[src/hw/rtl/bsq_pkg.sv]
// Package for the broadcast slot queue: shared constants, codes, command and
// configuration types. Used by every module of the block; depends on nothing.
`default_nettype none

package bsq_pkg;

   localparam int SLOTS_DEF       = 64;
   localparam int MAX_READERS_DEF = 8;
   localparam int WORD_BITS_DEF   = 64;
   localparam int SLOT_WORDS      = 7;
   localparam int QUEUE_DEPTH     = 2;

   localparam int STATUS_W        = 3;
   localparam int SLOTS_IN_USE_W  = 7;
   localparam int READER_COUNT_W  = 4;
   localparam int READER_ID_W     = 3;
   localparam int CSR_INDEX_W     = 1;
   localparam int CSR_DATA_W      = 7;
   // Width that holds any clamped reader count (up to 127).
   localparam int ACTIVE_W        = 7;

   localparam logic [SLOTS_IN_USE_W-1:0] SLOTS_IN_USE_RST = 7'd64;
   localparam logic [READER_COUNT_W-1:0] READER_COUNT_RST = 4'd1;

   typedef enum logic [CSR_INDEX_W-1:0] {
      CSR_SLOTS_IN_USE = 1'b0,
      CSR_READER_COUNT = 1'b1
   } csr_index_type;

   typedef enum logic [STATUS_W-1:0] {
      ST_OK         = 3'd0,
      ST_EMPTY      = 3'd1,
      ST_FULL       = 3'd2,
      ST_WAIT       = 3'd3,
      ST_BAD_READER = 3'd4
   } status_type;

   typedef enum logic [1:0] {
      KIND_WRITE      = 2'd0,
      KIND_READ       = 2'd1,
      KIND_BAD_READER = 2'd2
   } item_kind_type;

   typedef enum logic {
      BACK_EXEC  = 1'b0,
      BACK_FETCH = 1'b1
   } back_state_type;

   typedef struct packed {
      item_kind_type          kind;
      logic [READER_ID_W-1:0] reader_id;
   } cmd_type;

   typedef struct packed {
      logic [SLOTS_IN_USE_W-1:0] slots_in_use;
      logic [READER_COUNT_W-1:0] reader_count;
   } cfg_type;

   // Reader count clamped to the number of readers the block is built for.
   function automatic logic [ACTIVE_W-1:0] active_readers(
      input logic [READER_COUNT_W-1:0] count,
      input int                        max_readers
   );
      logic [ACTIVE_W-1:0] cnt_ext;
      logic [ACTIVE_W-1:0] max_ext;
      cnt_ext = ACTIVE_W'(count);
      max_ext = ACTIVE_W'(max_readers);
      return (cnt_ext > max_ext) ? max_ext : cnt_ext;
   endfunction

endpackage

`default_nettype wire

[src/hw/rtl/bsq_front.sv]
// Front end of the broadcast slot queue: decodes an incoming transfer and
// classifies it as write, read or bad-reader command. Depends on bsq_pkg.
`default_nettype none

module bsq_front
   import bsq_pkg::*;
#(
   parameter int WORD_BITS   = WORD_BITS_DEF,
   parameter int MAX_READERS = MAX_READERS_DEF,
   localparam int SW         = SLOT_WORDS * WORD_BITS,
   localparam int REQ_BITS   = READER_ID_W + SW,
   localparam int REQ_W      = ((REQ_BITS + 7) / 8) * 8
) (
   input  wire logic             req_tvalid,
   output      logic             req_tready,
   input  wire logic [REQ_W-1:0] req_tdata,
   input  wire logic             req_tuser,
   input  wire cfg_type          cfg,
   input  wire logic             q_full,
   output      logic             push,
   output      cmd_type          push_cmd,
   output      logic [SW-1:0]    push_words
);

   logic [READER_ID_W-1:0] rid;
   logic [ACTIVE_W-1:0]    active;

   assign rid        = req_tdata[READER_ID_W-1:0];
   assign active     = active_readers(cfg.reader_count, MAX_READERS);
   assign req_tready = !q_full;
   assign push       = req_tvalid && !q_full;
   assign push_words = req_tdata[READER_ID_W +: SW];

   // The user must change the reader count only while the block is idle; the
   // block does not enforce it. The check is done here, not at execution time.
   always_comb begin
      push_cmd.reader_id = rid;
      if (!req_tuser) begin
         push_cmd.kind = KIND_WRITE;
      end else if (ACTIVE_W'(rid) >= active) begin
         push_cmd.kind = KIND_BAD_READER;
      end else begin
         push_cmd.kind = KIND_READ;
      end
   end

endmodule

`default_nettype wire

[config.mk]
export PLATFORM = sky130hd
export DESIGN_NAME = bsq_front
export DESIGN_NICKNAME = d
export VERILOG_FILES = /design/src/hw/rtl/bsq_pkg.sv /design/src/hw/rtl/bsq_front.sv
export SDC_FILE = /design/constraint.sdc
export NUM_CORES = 1
export LEC_CHECK = 0
export ABC_AREA = 1
export BUFFER_PORTS_ARGS = -buffer_cell sky130_fd_sc_hd__buf_2
export CORE_AREA = 2 2 355 357
export DETAILED_ROUTE_END_ITERATION = 16
export DIE_AREA = 0 0 357 359
export PLACE_DENSITY = 0.3
export SLEW_MARGIN = 5
export SYNTH_ARGS = -nofsm -noshare
export SYNTH_HDL_FRONTEND = slang
export SYNTH_SLANG_ARGS = --single-unit
[constraint.sdc]
create_clock -name vclk -period 5.9
set_input_delay 1.77 -clock vclk [all_inputs]
set_output_delay 1.77 -clock vclk [all_outputs]
set_load 0.005 [all_outputs]
After elaboration in Yosys (flattened, before gate mapping)
Index checks and enable logic that the tools add are counted.

storage, ports and cells
  input bits = 470
  output and inout bits = 455
  logic and storage cells = 7
  flip-flop bits (word level) = 0

operators by class
  reduce and logical (&&, ||, !) cells = 2
  $lt $le $gt $ge = 2
  muxes and demuxes = 3

operator list
  cell                                                          number
  3-bit by 4-bit greater-or-equal comparator with 1-bit output  1
  4-bit greater-than comparator (second input constant)         1
  2-bit two-way mux                                             2
  4-bit two-way mux                                             1
  1-bit logical AND                                             1
  1-bit zero test                                               1

Logic depth before layout (Yosys ltp)
  word-level depth = 5
  gate-level depth with buffers = 10
  gate-level depth less buffers = 10

Least setup slack after synthesis
Ideal clock, no wire load.

  path type = input port to output port
  start = input cfg[0] (netlist bit)
  end = output push_cmd[3] (netlist bit)
  stages = 8
  required time = 4.130 ns
  slack = 1.499 ns
  path buffers = 0
  arrival = 2.631 ns
  path through = nor3_1 -> o21ai_0 -> ha_1 -> nand2_1 -> nand2_1 -> nand2_1 -> nand3_2 -> nor2_1

RTL lines
  element      RTL line         source
  from (decl)  bsq_front.sv:18  input wire cfg_type cfg,
  to (decl)    bsq_front.sv:21  output cmd_type push_cmd,

==> impl_results.md <==
* Status: complete, no violations
* Global-route wire length before repair at 86000 microns
* Most frequent cell after synthesis: buf_4
* Leakage at 0.180 nW
* Critical path data required time at 4.13 ns
* VDD IR max at 0.0000116 V
* Seq. cell area at 0 sq um
* Share of layout cells above drive strength 1 at 45.5%
* Via density at 0.651
* CORE AREA at 125000 sq um
* Critical Path Most Common Cell: nand2_1
* Post-CTS Setup Bufs at 0
* Final #Nets at 519
* Non-Filler Instances at 1694
* Adder-Cell Fraction of Synth Area at 1.06%
* Number of global-route vias before repair at 942
* Max incr delay on CP at 0.30 ns
* Max transition margin at 89.7%
* Gate Count Post-Synth at 478
* Routed WL per cell at 49.2 microns
* Inst Count DP at 1694
* Library cells used by synthesis at 10
* Max cap viols at 0
* Post-synthesis xor/xnor area fraction at 0%
* Clock buf count at 0
* Type of destination of the critical path: output pin
* Final wirelength at 83300 microns
* RSZ-0062 raised after global routing: no
* TNS Setup at 0 ns
* Fmax at 214 MHz
* Largest net degree at the start of global routing at 5
* Compound-gate portion of the synthesized area at 0.142%
* Design area at 2290 sq um
* Die Y at 359 microns
* Rows at 130
* PortBufs at 17
* Detailed Place HPWL at 82400 microns
* Final worst slack at 1.24 ns
* DIE AREA at 128000 sq um
* Post-DP Area at 2290 sq um
* Setup Slack @ Placement at 1.22 ns
* Sequential fraction of the synthesis area at 0%
* Min Tclk post-route at 4.66 ns
* First drt pass iteration count at 4
* Area leader, netlist: buf_4
* Critical Path Start Type: primary input
* DR vias at 1102
* Io pins at 925
* Family with the most delay on the worst path: simple AND/OR/NAND/NOR gates
* Post-cts resize count at 0
* CP Cell Sequence: buf_2 -> nor3_1 -> o21ai_0 -> ha_1 -> nand2_1 -> nand2_1 -> nand2_1 -> nand3_2 -> nand2_1 -> inv_1 -> buf_2
* Simple-Gate Fraction of Synth Area at 1.84%
* Overall die width at 357 microns
* Top-area cell type share of the netlist area at 95.9%
* CP max FO at 2
* Sequential cell count at 0
* Syn nets at 951
* # setup viols final at 0
* Ys Warns at 0
* Worst Tran Pin Value at 0.153 ns
* GR Overflow Total at 0
* Initial DRC Count at 38
* Pins Over Slew Limit at 0
* Data arrival, critical path at 2.89 ns
* Number of remaining DRC errors at 0
* CP bufs+invs at 3
* Mapped Area at 3530 sq um
* GRT Resource Usage Total at 12.4%
* # hold bufs at CTS at 0
* Final Hold Fails at 0
* Slowest cell on crit path: ha_1
* Largest family of logic cells by synthesized area: buffers and inverters
* GP Congestion at 0.799
* P&R area growth vs syn at -35.0%
* Initial antenna violation count at 5
* Worst hold path type: in -> out
* Ant diodes at 0
* Top cells by area, synth: buf_4 96%, ha_1 1.1%, inv_1 0.96%
* P per Cell Area at 7.82 nW/um^2
* Post-DRT Antenna Nets at 0
* Mapped Avg Cell Area at 7.39 sq um
* Final Cycle Share at 79.0%
* Post-synthesis mux area share at 0%
* WS Path Type: in -> out
* Initial Util at 2.83%
* Commonest cells post-synth: 451 x buf_4, 9 x inv_1, 6 x nand2_1
[layout by cell type (no fill, tap or decap)]
| master | n |
|---|---|
| inv_2 | 1 |
| nor3_1 | 1 |
| ha_1 | 3 |
| nand3_2 | 1 |
| nand4_2 | 1 |
| inv_1 | 9 |
| buf_2 | 17 |
| o21ai_0 | 1 |
| nand2_1 | 6 |
| nor2_1 | 4 |
[path summary, 6_finish.rpt]
check	startpoint	to	slack (ns)	depth (start not counted)
setup / recovery	cfg[0]	push_cmd[4]	1.24	11
hold / removal	req_tdata[131]	push_words[128]	3.54	0
[where the power goes]
| part | leakage [nW] | internal (W) | switching [W] |
|---|---|---|---|
| Combinational | 0.180 | 0.00000812 | 0.00000983 |
| Sequential | 0 | 0 | 0 |
| Clock | 0 | 0 | 0 |
[routing by layer]
metal	up-vias	part of all wire (%)	global-route usage [%]
met5	-	0.11	0.415
met4	4	2.4	2.39
met3	92	53	31.1
met2	636	41	17.9
met1	256	3.9	1.38
li1	114	-	-
[kinds of logic (layout without fill, tap and decap cells)]
kind of cell,Yosys count,after routing
adders and majority gates,3,3
and+or+nand+nor,13,13
buffers and inverters,461,27
AOI/OAI and AO/OA,1,1
[metrics by stage]
stage	utilization (%)	total power [W]	hold WS [ns]
2_1_floorplan	-	0.000256	3.57
4_1_cts	1.84	0.0000188	3.54
3_5_place_dp	1.84	0.0000187	3.54
5_1_grt	1.84	0.0000209	3.54
3_3_place_gp	1.84	0.0000192	3.54
6_report	1.84	0.0000180	3.54
[cell type report]
class	count	area, sq um
multi-input combinational	17	108
fill	15031	122000
inverter	10	37.5
timing repair buffer	17	85.1
tap	1650	2060
Note: power is estimated with default switching activity, not from simulation.
