<file path="config.mk">
export PLATFORM = sky130hd
export DESIGN_NAME = bsq_queue
export DESIGN_NICKNAME = d
export VERILOG_FILES = /design/src/hw/rtl/bsq_pkg.sv /design/src/hw/rtl/bsq_queue.sv
export SDC_FILE = /design/constraint.sdc
export NUM_CORES = 1
export LEC_CHECK = 0
export ABC_AREA = 0
export BUFFER_PORTS_ARGS = -buffer_cell sky130_fd_sc_hd__buf_2
export CAP_MARGIN = 20
export CORE_UTILIZATION = 30
export CTS_CLUSTER_SIZE = 20
export DETAILED_ROUTE_END_ITERATION = 16
export MAX_ROUTING_LAYER = met4
export PLACE_DENSITY = 0.57
export SETUP_SLACK_MARGIN = 0.02
export SLEW_MARGIN = 40
export SYNTH_ARGS = -nofsm -noshare
export SYNTH_HDL_FRONTEND = slang
export SYNTH_SLANG_ARGS = --single-unit
</file>
<file path="constraint.sdc">
create_clock -name clock -period 3.55 [get_ports clock]
set_input_delay 0.355 -clock clock [delete_from_list [all_inputs] [get_ports clock]]
set_output_delay 0.355 -clock clock [all_outputs]
set_load 0.02 [all_outputs]
</file>
<file path="src/hw/rtl/bsq_pkg.sv">
// Package for the broadcast slot queue: shared constants, codes, command and
// configuration types. Used by every module of the block; depends on nothing.
`default_nettype none

package bsq_pkg;

   localparam int SLOTS_DEF       = 64;
   localparam int MAX_READERS_DEF = 8;
   localparam int WORD_BITS_DEF   = 64;
   localparam int SLOT_WORDS      = 7;
   localparam int QUEUE_DEPTH     = 2;

   localparam int STATUS_W        = 3;
   localparam int SLOTS_IN_USE_W  = 7;
   localparam int READER_COUNT_W  = 4;
   localparam int READER_ID_W     = 3;
   localparam int CSR_INDEX_W     = 1;
   localparam int CSR_DATA_W      = 7;
   // Width that holds any clamped reader count (up to 127).
   localparam int ACTIVE_W        = 7;

   localparam logic [SLOTS_IN_USE_W-1:0] SLOTS_IN_USE_RST = 7'd64;
   localparam logic [READER_COUNT_W-1:0] READER_COUNT_RST = 4'd1;

   typedef enum logic [CSR_INDEX_W-1:0] {
      CSR_SLOTS_IN_USE = 1'b0,
      CSR_READER_COUNT = 1'b1
   } csr_index_type;

   typedef enum logic [STATUS_W-1:0] {
      ST_OK         = 3'd0,
      ST_EMPTY      = 3'd1,
      ST_FULL       = 3'd2,
      ST_WAIT       = 3'd3,
      ST_BAD_READER = 3'd4
   } status_type;

   typedef enum logic [1:0] {
      KIND_WRITE      = 2'd0,
      KIND_READ       = 2'd1,
      KIND_BAD_READER = 2'd2
   } item_kind_type;

   typedef enum logic {
      BACK_EXEC  = 1'b0,
      BACK_FETCH = 1'b1
   } back_state_type;

   typedef struct packed {
      item_kind_type          kind;
      logic [READER_ID_W-1:0] reader_id;
   } cmd_type;

   typedef struct packed {
      logic [SLOTS_IN_USE_W-1:0] slots_in_use;
      logic [READER_COUNT_W-1:0] reader_count;
   } cfg_type;

   // Reader count clamped to the number of readers the block is built for.
   function automatic logic [ACTIVE_W-1:0] active_readers(
      input logic [READER_COUNT_W-1:0] count,
      input int                        max_readers
   );
      logic [ACTIVE_W-1:0] cnt_ext;
      logic [ACTIVE_W-1:0] max_ext;
      cnt_ext = ACTIVE_W'(count);
      max_ext = ACTIVE_W'(max_readers);
      return (cnt_ext > max_ext) ? max_ext : cnt_ext;
   endfunction

endpackage

`default_nettype wire

</file>
<file path="src/hw/rtl/bsq_queue.sv">
// Short command queue between the front end and the back end of the
// broadcast slot queue. Depends on bsq_pkg for its default depth.
`default_nettype none

module bsq_queue
   import bsq_pkg::*;
#(
   parameter int DATA_W = 8,
   parameter int DEPTH  = QUEUE_DEPTH,
   localparam int PTR_W = (DEPTH > 1) ? $clog2(DEPTH) : 1,
   localparam int CNT_W = $clog2(DEPTH + 1)
) (
   input  wire logic              clock,
   input  wire logic              reset,
   input  wire logic              push,
   input  wire logic [DATA_W-1:0] push_data,
   output      logic              full,
   input  wire logic              pop,
   output      logic              q_valid,
   output      logic [DATA_W-1:0] q_data
);

   logic [DATA_W-1:0] entry_ff [DEPTH];
   logic [PTR_W-1:0]  wr_ptr_ff, wr_ptr_in;
   logic [PTR_W-1:0]  rd_ptr_ff, rd_ptr_in;
   logic [CNT_W-1:0]  count_ff, count_in;
   logic              do_push, do_pop;

   assign full    = (count_ff == CNT_W'(DEPTH));
   assign q_valid = (count_ff != '0);
   assign q_data  = entry_ff[rd_ptr_ff];
   assign do_push = push && !full;
   assign do_pop  = pop && q_valid;

   always_comb begin
      wr_ptr_in = wr_ptr_ff;
      rd_ptr_in = rd_ptr_ff;
      count_in  = count_ff;
      if (do_push) begin
         wr_ptr_in = (wr_ptr_ff == PTR_W'(DEPTH - 1)) ? '0 : wr_ptr_ff + 1'b1;
      end
      if (do_pop) begin
         rd_ptr_in = (rd_ptr_ff == PTR_W'(DEPTH - 1)) ? '0 : rd_ptr_ff + 1'b1;
      end
      if (do_push && !do_pop) begin
         count_in = count_ff + 1'b1;
      end else if (do_pop && !do_push) begin
         count_in = count_ff - 1'b1;
      end
   end

   always_ff @(posedge clock) begin
      if (reset) begin
         wr_ptr_ff <= '0;
         rd_ptr_ff <= '0;
         count_ff  <= '0;
      end else begin
         wr_ptr_ff <= wr_ptr_in;
         rd_ptr_ff <= rd_ptr_in;
         count_ff  <= count_in;
      end
   end

   always_ff @(posedge clock) begin
      if (do_push) begin
         entry_ff[wr_ptr_ff] <= push_data;
      end
   end

endmodule

`default_nettype wire

</file>
* After elaboration in Yosys (flattened, before gate mapping)
Memory sizes are Yosys's and may differ from the RTL's. A register that Yosys moved wholly into a read port is not among the register bits. Cells that the tools add are included.
Word-level totals: bits in registers 4, memory bits (writable) 16, output and inout port bits 10, memories 1
Memories:
- entry_ff | depth 2, width 8, read ports 1, clocked after Yosys merged registers in 1, write ports 1, line bsq_queue.sv:23 | logic [DATA_W-1:0] entry_ff [DEPTH];
Operators by class: $add $sub $neg 4, eq/ne operators 1, multiplexer cells 8, reductions and logical operators 9
Operators with widths (number):
- 1-bit two-way mux | 6
- 1-bit logical AND | 4
- 2-bit two-way mux | 2
- 2-bit nonzero test | 2
- 1-bit zero test | 3
- 1-bit adder (second input constant) | 2
- 2-bit by 1-bit adder with 2-bit output (second input constant) | 1
- 2-bit == test (second input constant) | 1
- 2-bit by 1-bit subtractor with 2-bit output (second input constant) | 1

* Depth between registers and ports, before layout
Gate-level depths: netlist (run 1).
depth after elaboration 7, mapped depth 6, depth with buffers taken out 6

* Worst setup path after synthesis (run 1)
No wires, ideal clock.
path kind reg2reg, start register count_ff[1], end register count_ff[1], arrival 1507 ps, required time 3480 ps, slack 1973 ps, stages on the path, launching flop included 6, buffers on the path 0, cell sequence dfxtp_1 > nor2b_2 > nor2_1 > ha_1 > or3_1 > a21oi_1
Between the ends: word-level cells in the longest chain between the ends 6, elaborated cells on any way between the ends 14, classes of those cells add/sub: 2; eq/ne: 1; mux: 2; reduce/logical: 9
RTL lines:
- from (decl) | line bsq_queue.sv:26 | logic [CNT_W-1:0] count_ff, count_in;
- from (signal assigned) | line bsq_queue.sv:60 | count_ff <= count_in;
- 2-bit == test (*) | line bsq_queue.sv:29 | assign full = (count_ff == CNT_W'(DEPTH));
- net full | line bsq_queue.sv:17 | output logic full,
- 1-bit zero test (*) | line bsq_queue.sv:32 | assign do_push = push && !full;
- 1-bit logical AND (*) | line bsq_queue.sv:32
- 1-bit zero test | line bsq_queue.sv:47 | end else if (do_pop && !do_push) begin
- 1-bit logical AND | line bsq_queue.sv:47
- 2-bit nonzero test (no source line)
The timed path passes the listed nets; every way through them passes the cells marked *. The select of a mux whose other input is x is not followed. A chain may end at the register's enable or synchronous reset.

==> results of run 1 <==
-- cell usage in the layout, fill, tap and decap left out, drive strengths merged --
master  Yosys  final
inv         2      2
nor2        4      4
nor2b       1      1
ha          1      1
edfxtp     16     16
mux2        8      8
a21oi       2      2
or3         2      2
o21ai       3      3
or2         1      1
buf         1     21
and2        1      1
xor2        3      3
clkbuf      0      4
dfxtp       5      5
-- layer usage --
metal / vias to the layer above / wire length (um)
met4: 0 / 12
met3: 2 / 74
met1: 202 / 522
met2: 16 / 539
li1: 228 / -
met5: - / 0
-- registers in the layout, summed over array words and instances (netlist names), named ones only --
signal and flops:
entry_ff 16, count_ff 2, rd_ptr_ff 1, wr_ptr_ff 1
-- report_power, final --
| part | internal [mW] | switching (mW) | leakage, nW |
|---|---|---|---|
| Sequential | 0.313 | 0.0313 | 0.191 |
| Clock | 0.0436 | 0.0639 | 0.0150 |
| Combinational | 0.100 | 0.127 | 0.176 |
-- kinds of logic (layout without fill, tap and decap cells) --
group / count (synthesis) / in the layout
flops: 21 / 21
mux: 8 / 8
fa+ha+maj: 1 / 1
buf+inv: 3 / 27
simple gates: 9 / 9
xor+xnor: 3 / 3
compound gates: 5 / 5
-- final cells by class --
type | count | area (um^2) | area share, %
Sequential cell | 21 | 581 | 60.5
Multi-Input combinational cell | 26 | 203 | 21.1
Timing Repair Buffer | 21 | 105 | 11.0
Tap cell | 30 | 37.5 | 3.91
Clock buffer | 4 | 26.3 | 2.74
Inverter | 2 | 7.51 | 0.782
-- path summary, 6_finish.rpt --
check | to | from | slack (ps)
worst max-delay path | q_data[2] | flip-flop | 1820
worst min register to register | wr_ptr_ff | wr_ptr_ff | 490
worst min-delay path | entry_ff[0][4] | push_data[4] | 250
worst max register to register | count_ff[1] | count_ff[0] | 1980
==> reports/results.txt, run 1 <==
Total congestion overflow = 0
Largest family of logic cells by synthesized area = multiplexers
Final Util = 38.4%
Synth Net Count = 63
Reg clk slew, reported paths = 110 ps
Cells after synthesis = 50
Final #Nets = 88
Worst endpoint data arrival time = 1370 ps
Postcts setup bufs = 0
Post-synth top cells = edfxtp_1 (16), mux2_2 (8), dfxtp_1 (5)
Max incr delay on CP = 550 ps
Die area = 2860 um^2
Total Neg Setup Slack = 0 ps
Final ANT Viol Nets = 0
Final Setup Violations = 0
CP Capture Type = output pin
Synthesized cell area = 796 um^2
Die width = 53.5 um
Seq/Total Area, Yosys = 73.0%
First-pass GRT wire length = 1690 um
DR iter-0 viols = 2
Rel. slew slack = 74.5%
Highest Clock Rate = 0.578 GHz
Async set-reset flop share out of synthesis = 0%
Max cap viols = 0
Clk root buf = clkbuf_4
P per Cell Area = 708 nW/um^2
Unrepaired setup endpoints after global routing = false
N_diodes = 0
IO buf count = 21
Initial core utilization = 31.8%
DRC viols = 0
Mux contribution to synthesized area = 11.3%
# hold bufs at CTS = 0
Layout overhead on the synthesized area = 20.6%
Post-route insts no fill = 104
Final Critical Period = 1730 ps
Worst r2r path cells = 4
Row cnt = 18
Worst setup SP type = flip-flop
HP Class = in2reg
Post-synthesis xor/xnor area fraction = 3.30%
Top FF cell, synth = edfxtp_1
Least-Margin Pin Slew = 382 ps
Post-synth EDFFs = 16
Clock buffer depth = 2
Synth area leaders = edfxtp_1 (60%), dfxtp_1 (13%), mux2_2 (11%)
WS Path Type = reg2out
Final Hold Fails = 0
Dpl cells = 100
Crit. path cell count = 2
Fillers = 248
Crit share post-route = 48.7%
Dpl cell area = 933 um^2
Mean Syn Cell Area = 15.9 um^2
Setup WS pre-CTS = 1990 ps
YS warnings = 0
Num Clock Sinks = 21
CTS tree = done
HPWL after DPL = 840 um
GPL Wtd Cong = 0.635
Met2 GRT Util = 14.6%
Top cell type's share of synthesized area = 60.4%
Worst path bufs/invs = 1
Worst Setup Slack, final = 1820 ps
Met1 Use GR = 9.48%
Worst-path cell chain = mux2_2 > buf_2
Drt first pass iters = 4
Die extent in y = 53.5 um
PostCTS Resize Cnt = 0
Largest net degree at the start of global routing = 12
Leak = 0.382 nW
CP required = 3190 ps
Synth Area in Simple Gates = 6.13%
Adder-Cell Fraction of Synth Area = 1.57%
Post-synthesis compound-gate area fraction = 3.14%
Vias per cell = 4.31
GRT busiest layer = met2
Final Max Slew Viols = 0
Largest area contributor in the netlist = edfxtp_1
Status = completed
Worst path top cell family by delay = flip-flops
Setup Skew = 1.25 ps
Total GRT Usage = 8.79%
Fraction of layout cells with a size suffix above 1 = 45.9%
CP Max Fanout = 8
Top-count cell post-synth = edfxtp_1
Finished Cell Area = 960 um^2
Vias = 448
Yosys reg bits = 21
Slowest cell on the critical path = dfxtp_1
Maximum vdd drop = 0.408 mV
Synth cell types = 14
# IOs = 22
Htree depth = 1
Vias in the first global route = 414
Met3 layer usage reported by global route = 2.01%
Overall routed net length = 1150 um
Hold depth = 1
Later-pin clock latency in the skew report = 290 ps
CORE AREA = 2500 um^2
Tot Pwr = 0.679 mW
Avg WL per Cell = 11.0 um
CTS Buf Count = 3
Initial antenna violation count = 0
Min Hold Slack = 248 ps
No activity file was read; power rests on OpenSTA's default activity.
==> run 2: changes to the inputs <==
clock period = 1.61 ns   (was 3.55 ns; I/O delays follow)
==> run 2 against run 1 <==
  * Die area stayed put
  * Register-to-register slack worse by 1900 ps
  * Global-route usage is 1.5 points higher
  * Clock-buffer cell count is 1 lower
  * Routed wire length is 3.7% higher
  * Largest cell class unchanged
==> reports/results.txt, run 2 (synthesis results as in run 1) <==
Status = completed
Min Hold Slack = 36.4 ps (-212 ps)
Post-route insts no fill = 104 (unchanged)
Tot Pwr = 1.54 mW (+130%)
Total congestion overflow = 0 (unchanged)
Vias per cell = 4.44 (+3.1%)
Vias in the first global route = 443 (+7.0%)
Unrepaired setup endpoints after global routing = false
N_diodes = 0 (unchanged)
Final ANT Viol Nets = 0 (unchanged)
Clock share of power = 16.3% (+0.5 points)
HPWL after DPL = 831 um (-1.0%)
Die width = 53.5 um (unchanged)
CP Capture Type = flip-flop
GPL Wtd Cong = 0.600 (-5.6%)
Combinational power share = 33.4% (about the same)
Final #Nets = 88 (unchanged)
Clock buffer depth = 2 (unchanged)
Maximum vdd drop = 0.807 mV (+98%)
Postcts setup bufs = 0 (unchanged)
Reg clk slew, reported paths = 110 ps (about the same)
Seq pwr share = 50.3% (-0.5 points)
Fraction of layout cells with a size suffix above 1 = 51.4% (+5.4 points)
Overall routed net length = 1190 um (+3.7%)
Hold path start = push_data[2]
CTS Buf Count = 3 (unchanged)
Setup Skew = 1.42 ps (+0.175 ps)
First-pass GRT wire length = 1850 um (+9.4%)
Crit share post-route = 92.3%
CTS tree = done
Met2 GRT Util = 16.5% (+1.9 points)
Most common cell after layout, fill and taps aside = buf_2
Sw frac = 33.5% (+0.87 points)
Largest register FFs = 16 (unchanged)
Total Neg Setup Slack = 0 ps (unchanged)
Largest net degree at the start of global routing = 13 (+1)
Max cap viols = 0 (unchanged)
# IOs = 22 (unchanged)
Crit path from = count_ff[1]
PostCTS Resize Cnt = 1 (+1)
Final Hold Fails = 0 (unchanged)
Int Power = 1.02 mW (+120%)
DR iter-0 viols = 3 (+1)
Setup WS pre-CTS = 56.3 ps (-1940 ps)
Final Critical Period = 1490 ps
Highest Clock Rate = 0.673 GHz
HP Class = in2reg
IO buf count = 21 (unchanged)
WS Path Type = reg2reg
CORE AREA = 2500 um^2 (unchanged)
Commonest non-fill, non-tap cells in the layout = buf_2 (21), edfxtp_1 (16), mux2_2 (8), nor2_1 (4)
Leak = 0.387 nW (+1.4%)
Htree depth = 1 (unchanged)
Drt first pass iters = 4 (unchanged)
Met3 layer usage reported by global route = 5.46% (+3.4 points)
Worst Setup Slack, final = 124 ps (-1700 ps)
Clk root buf = clkbuf_4
Die area = 2860 um^2 (unchanged)
Total GRT Usage = 10.3% (+1.5 points)
Final Max Slew Viols = 0 (unchanged)
CP Max Fanout = 5 (-3)
Dpl cells = 100 (unchanged)
Rel. slew slack = 72.2% (-2.3 points)
Area used by multi-input combinational logic = 208 um^2 (+2.5%)
Least-Margin Pin Slew = 417 ps (+35.0 ps)
RR Startpoint = count_ff[1]
Seq. cell area = 584 um^2 (+0.65%)
CP required = 1850 ps (-1340 ps)
P per Cell Area = 1580 nW/um^2 (+120%)
Row cnt = 18 (unchanged)
Die extent in y = 53.5 um (unchanged)
Biggest register = entry_ff
Net load switching power = 0.515 mW (+130%)
Num Clock Sinks = 21 (unchanged)
Final Setup Violations = 0 (unchanged)
Biggest regs = entry_ff (16), count_ff (2)
Avg WL per Cell = 11.4 um (+3.7%)
Dpl cell area = 933 um^2 (unchanged)
Initial antenna violation count = 0 (unchanged)
DRC viols = 0 (unchanged)
Layout overhead on the synthesized area = 21.9%
Finished Cell Area = 970 um^2 (+1.0%)
Fillers = 252 (+1.6%)
Vias = 462 (+3.1%)
Worst setup SP type = flip-flop
# hold bufs at CTS = 0 (unchanged)
Worst endpoint data arrival time = 1730 ps (+360 ps)
Initial core utilization = 31.8% (unchanged)
Final Util = 38.8% (+0.40 points)
Met1 Use GR = 9.57% (+0.093 points)
GRT busiest layer = met2
Later-pin clock latency in the skew report = 300 ps (about the same)
Worst reg-to-reg setup slack = 120 ps (-1860 ps)
## run 2: final cells by class
| class | count | share of cell area, % |
|---|---|---|
| Clock buffer | 3 | 2.32 |
| Clock inverter | 1 | 0.516 |
| Inverter | 2 | 0.774 |
| Multi-Input combinational cell | 26 | 21.4 |
| Sequential cell | 21 | 60.3 |
| Tap cell | 30 | 3.87 |
| Timing Repair Buffer | 21 | 10.8 |
## run 2: final timing paths
kind | end | cells after the start
min reg2reg | wr_ptr_ff | 2
min | entry_ff[1][2] | 1
max | count_ff[1] | 5
max reg2reg | count_ff[1] | 5
## run 2: metal layers
layer	wire (um)	part of all wire, %
met3	120	10
met5	0	0
met2	533	45
met4	28	2.4
met1	508	43
## run 2: power groups by stage
stage	Clock (mW)	Sequential [mW]	Combinational, mW
2_1_floorplan	0	0.736	0.400
3_3_place_gp	0	0.771	0.501
3_5_place_dp	0	0.775	0.505
4_1_cts	0.267	0.766	0.512
5_1_grt	0.276	0.789	0.563
6_report	0.251	0.772	0.513
## run 2: worst max-delay path: stages, from the launching register on
cell,delay (ps)
dfxtp_2,370
nor2b_4,170
nor2_1,60
ha_1,310
or3_1,370
a21oi_1,130
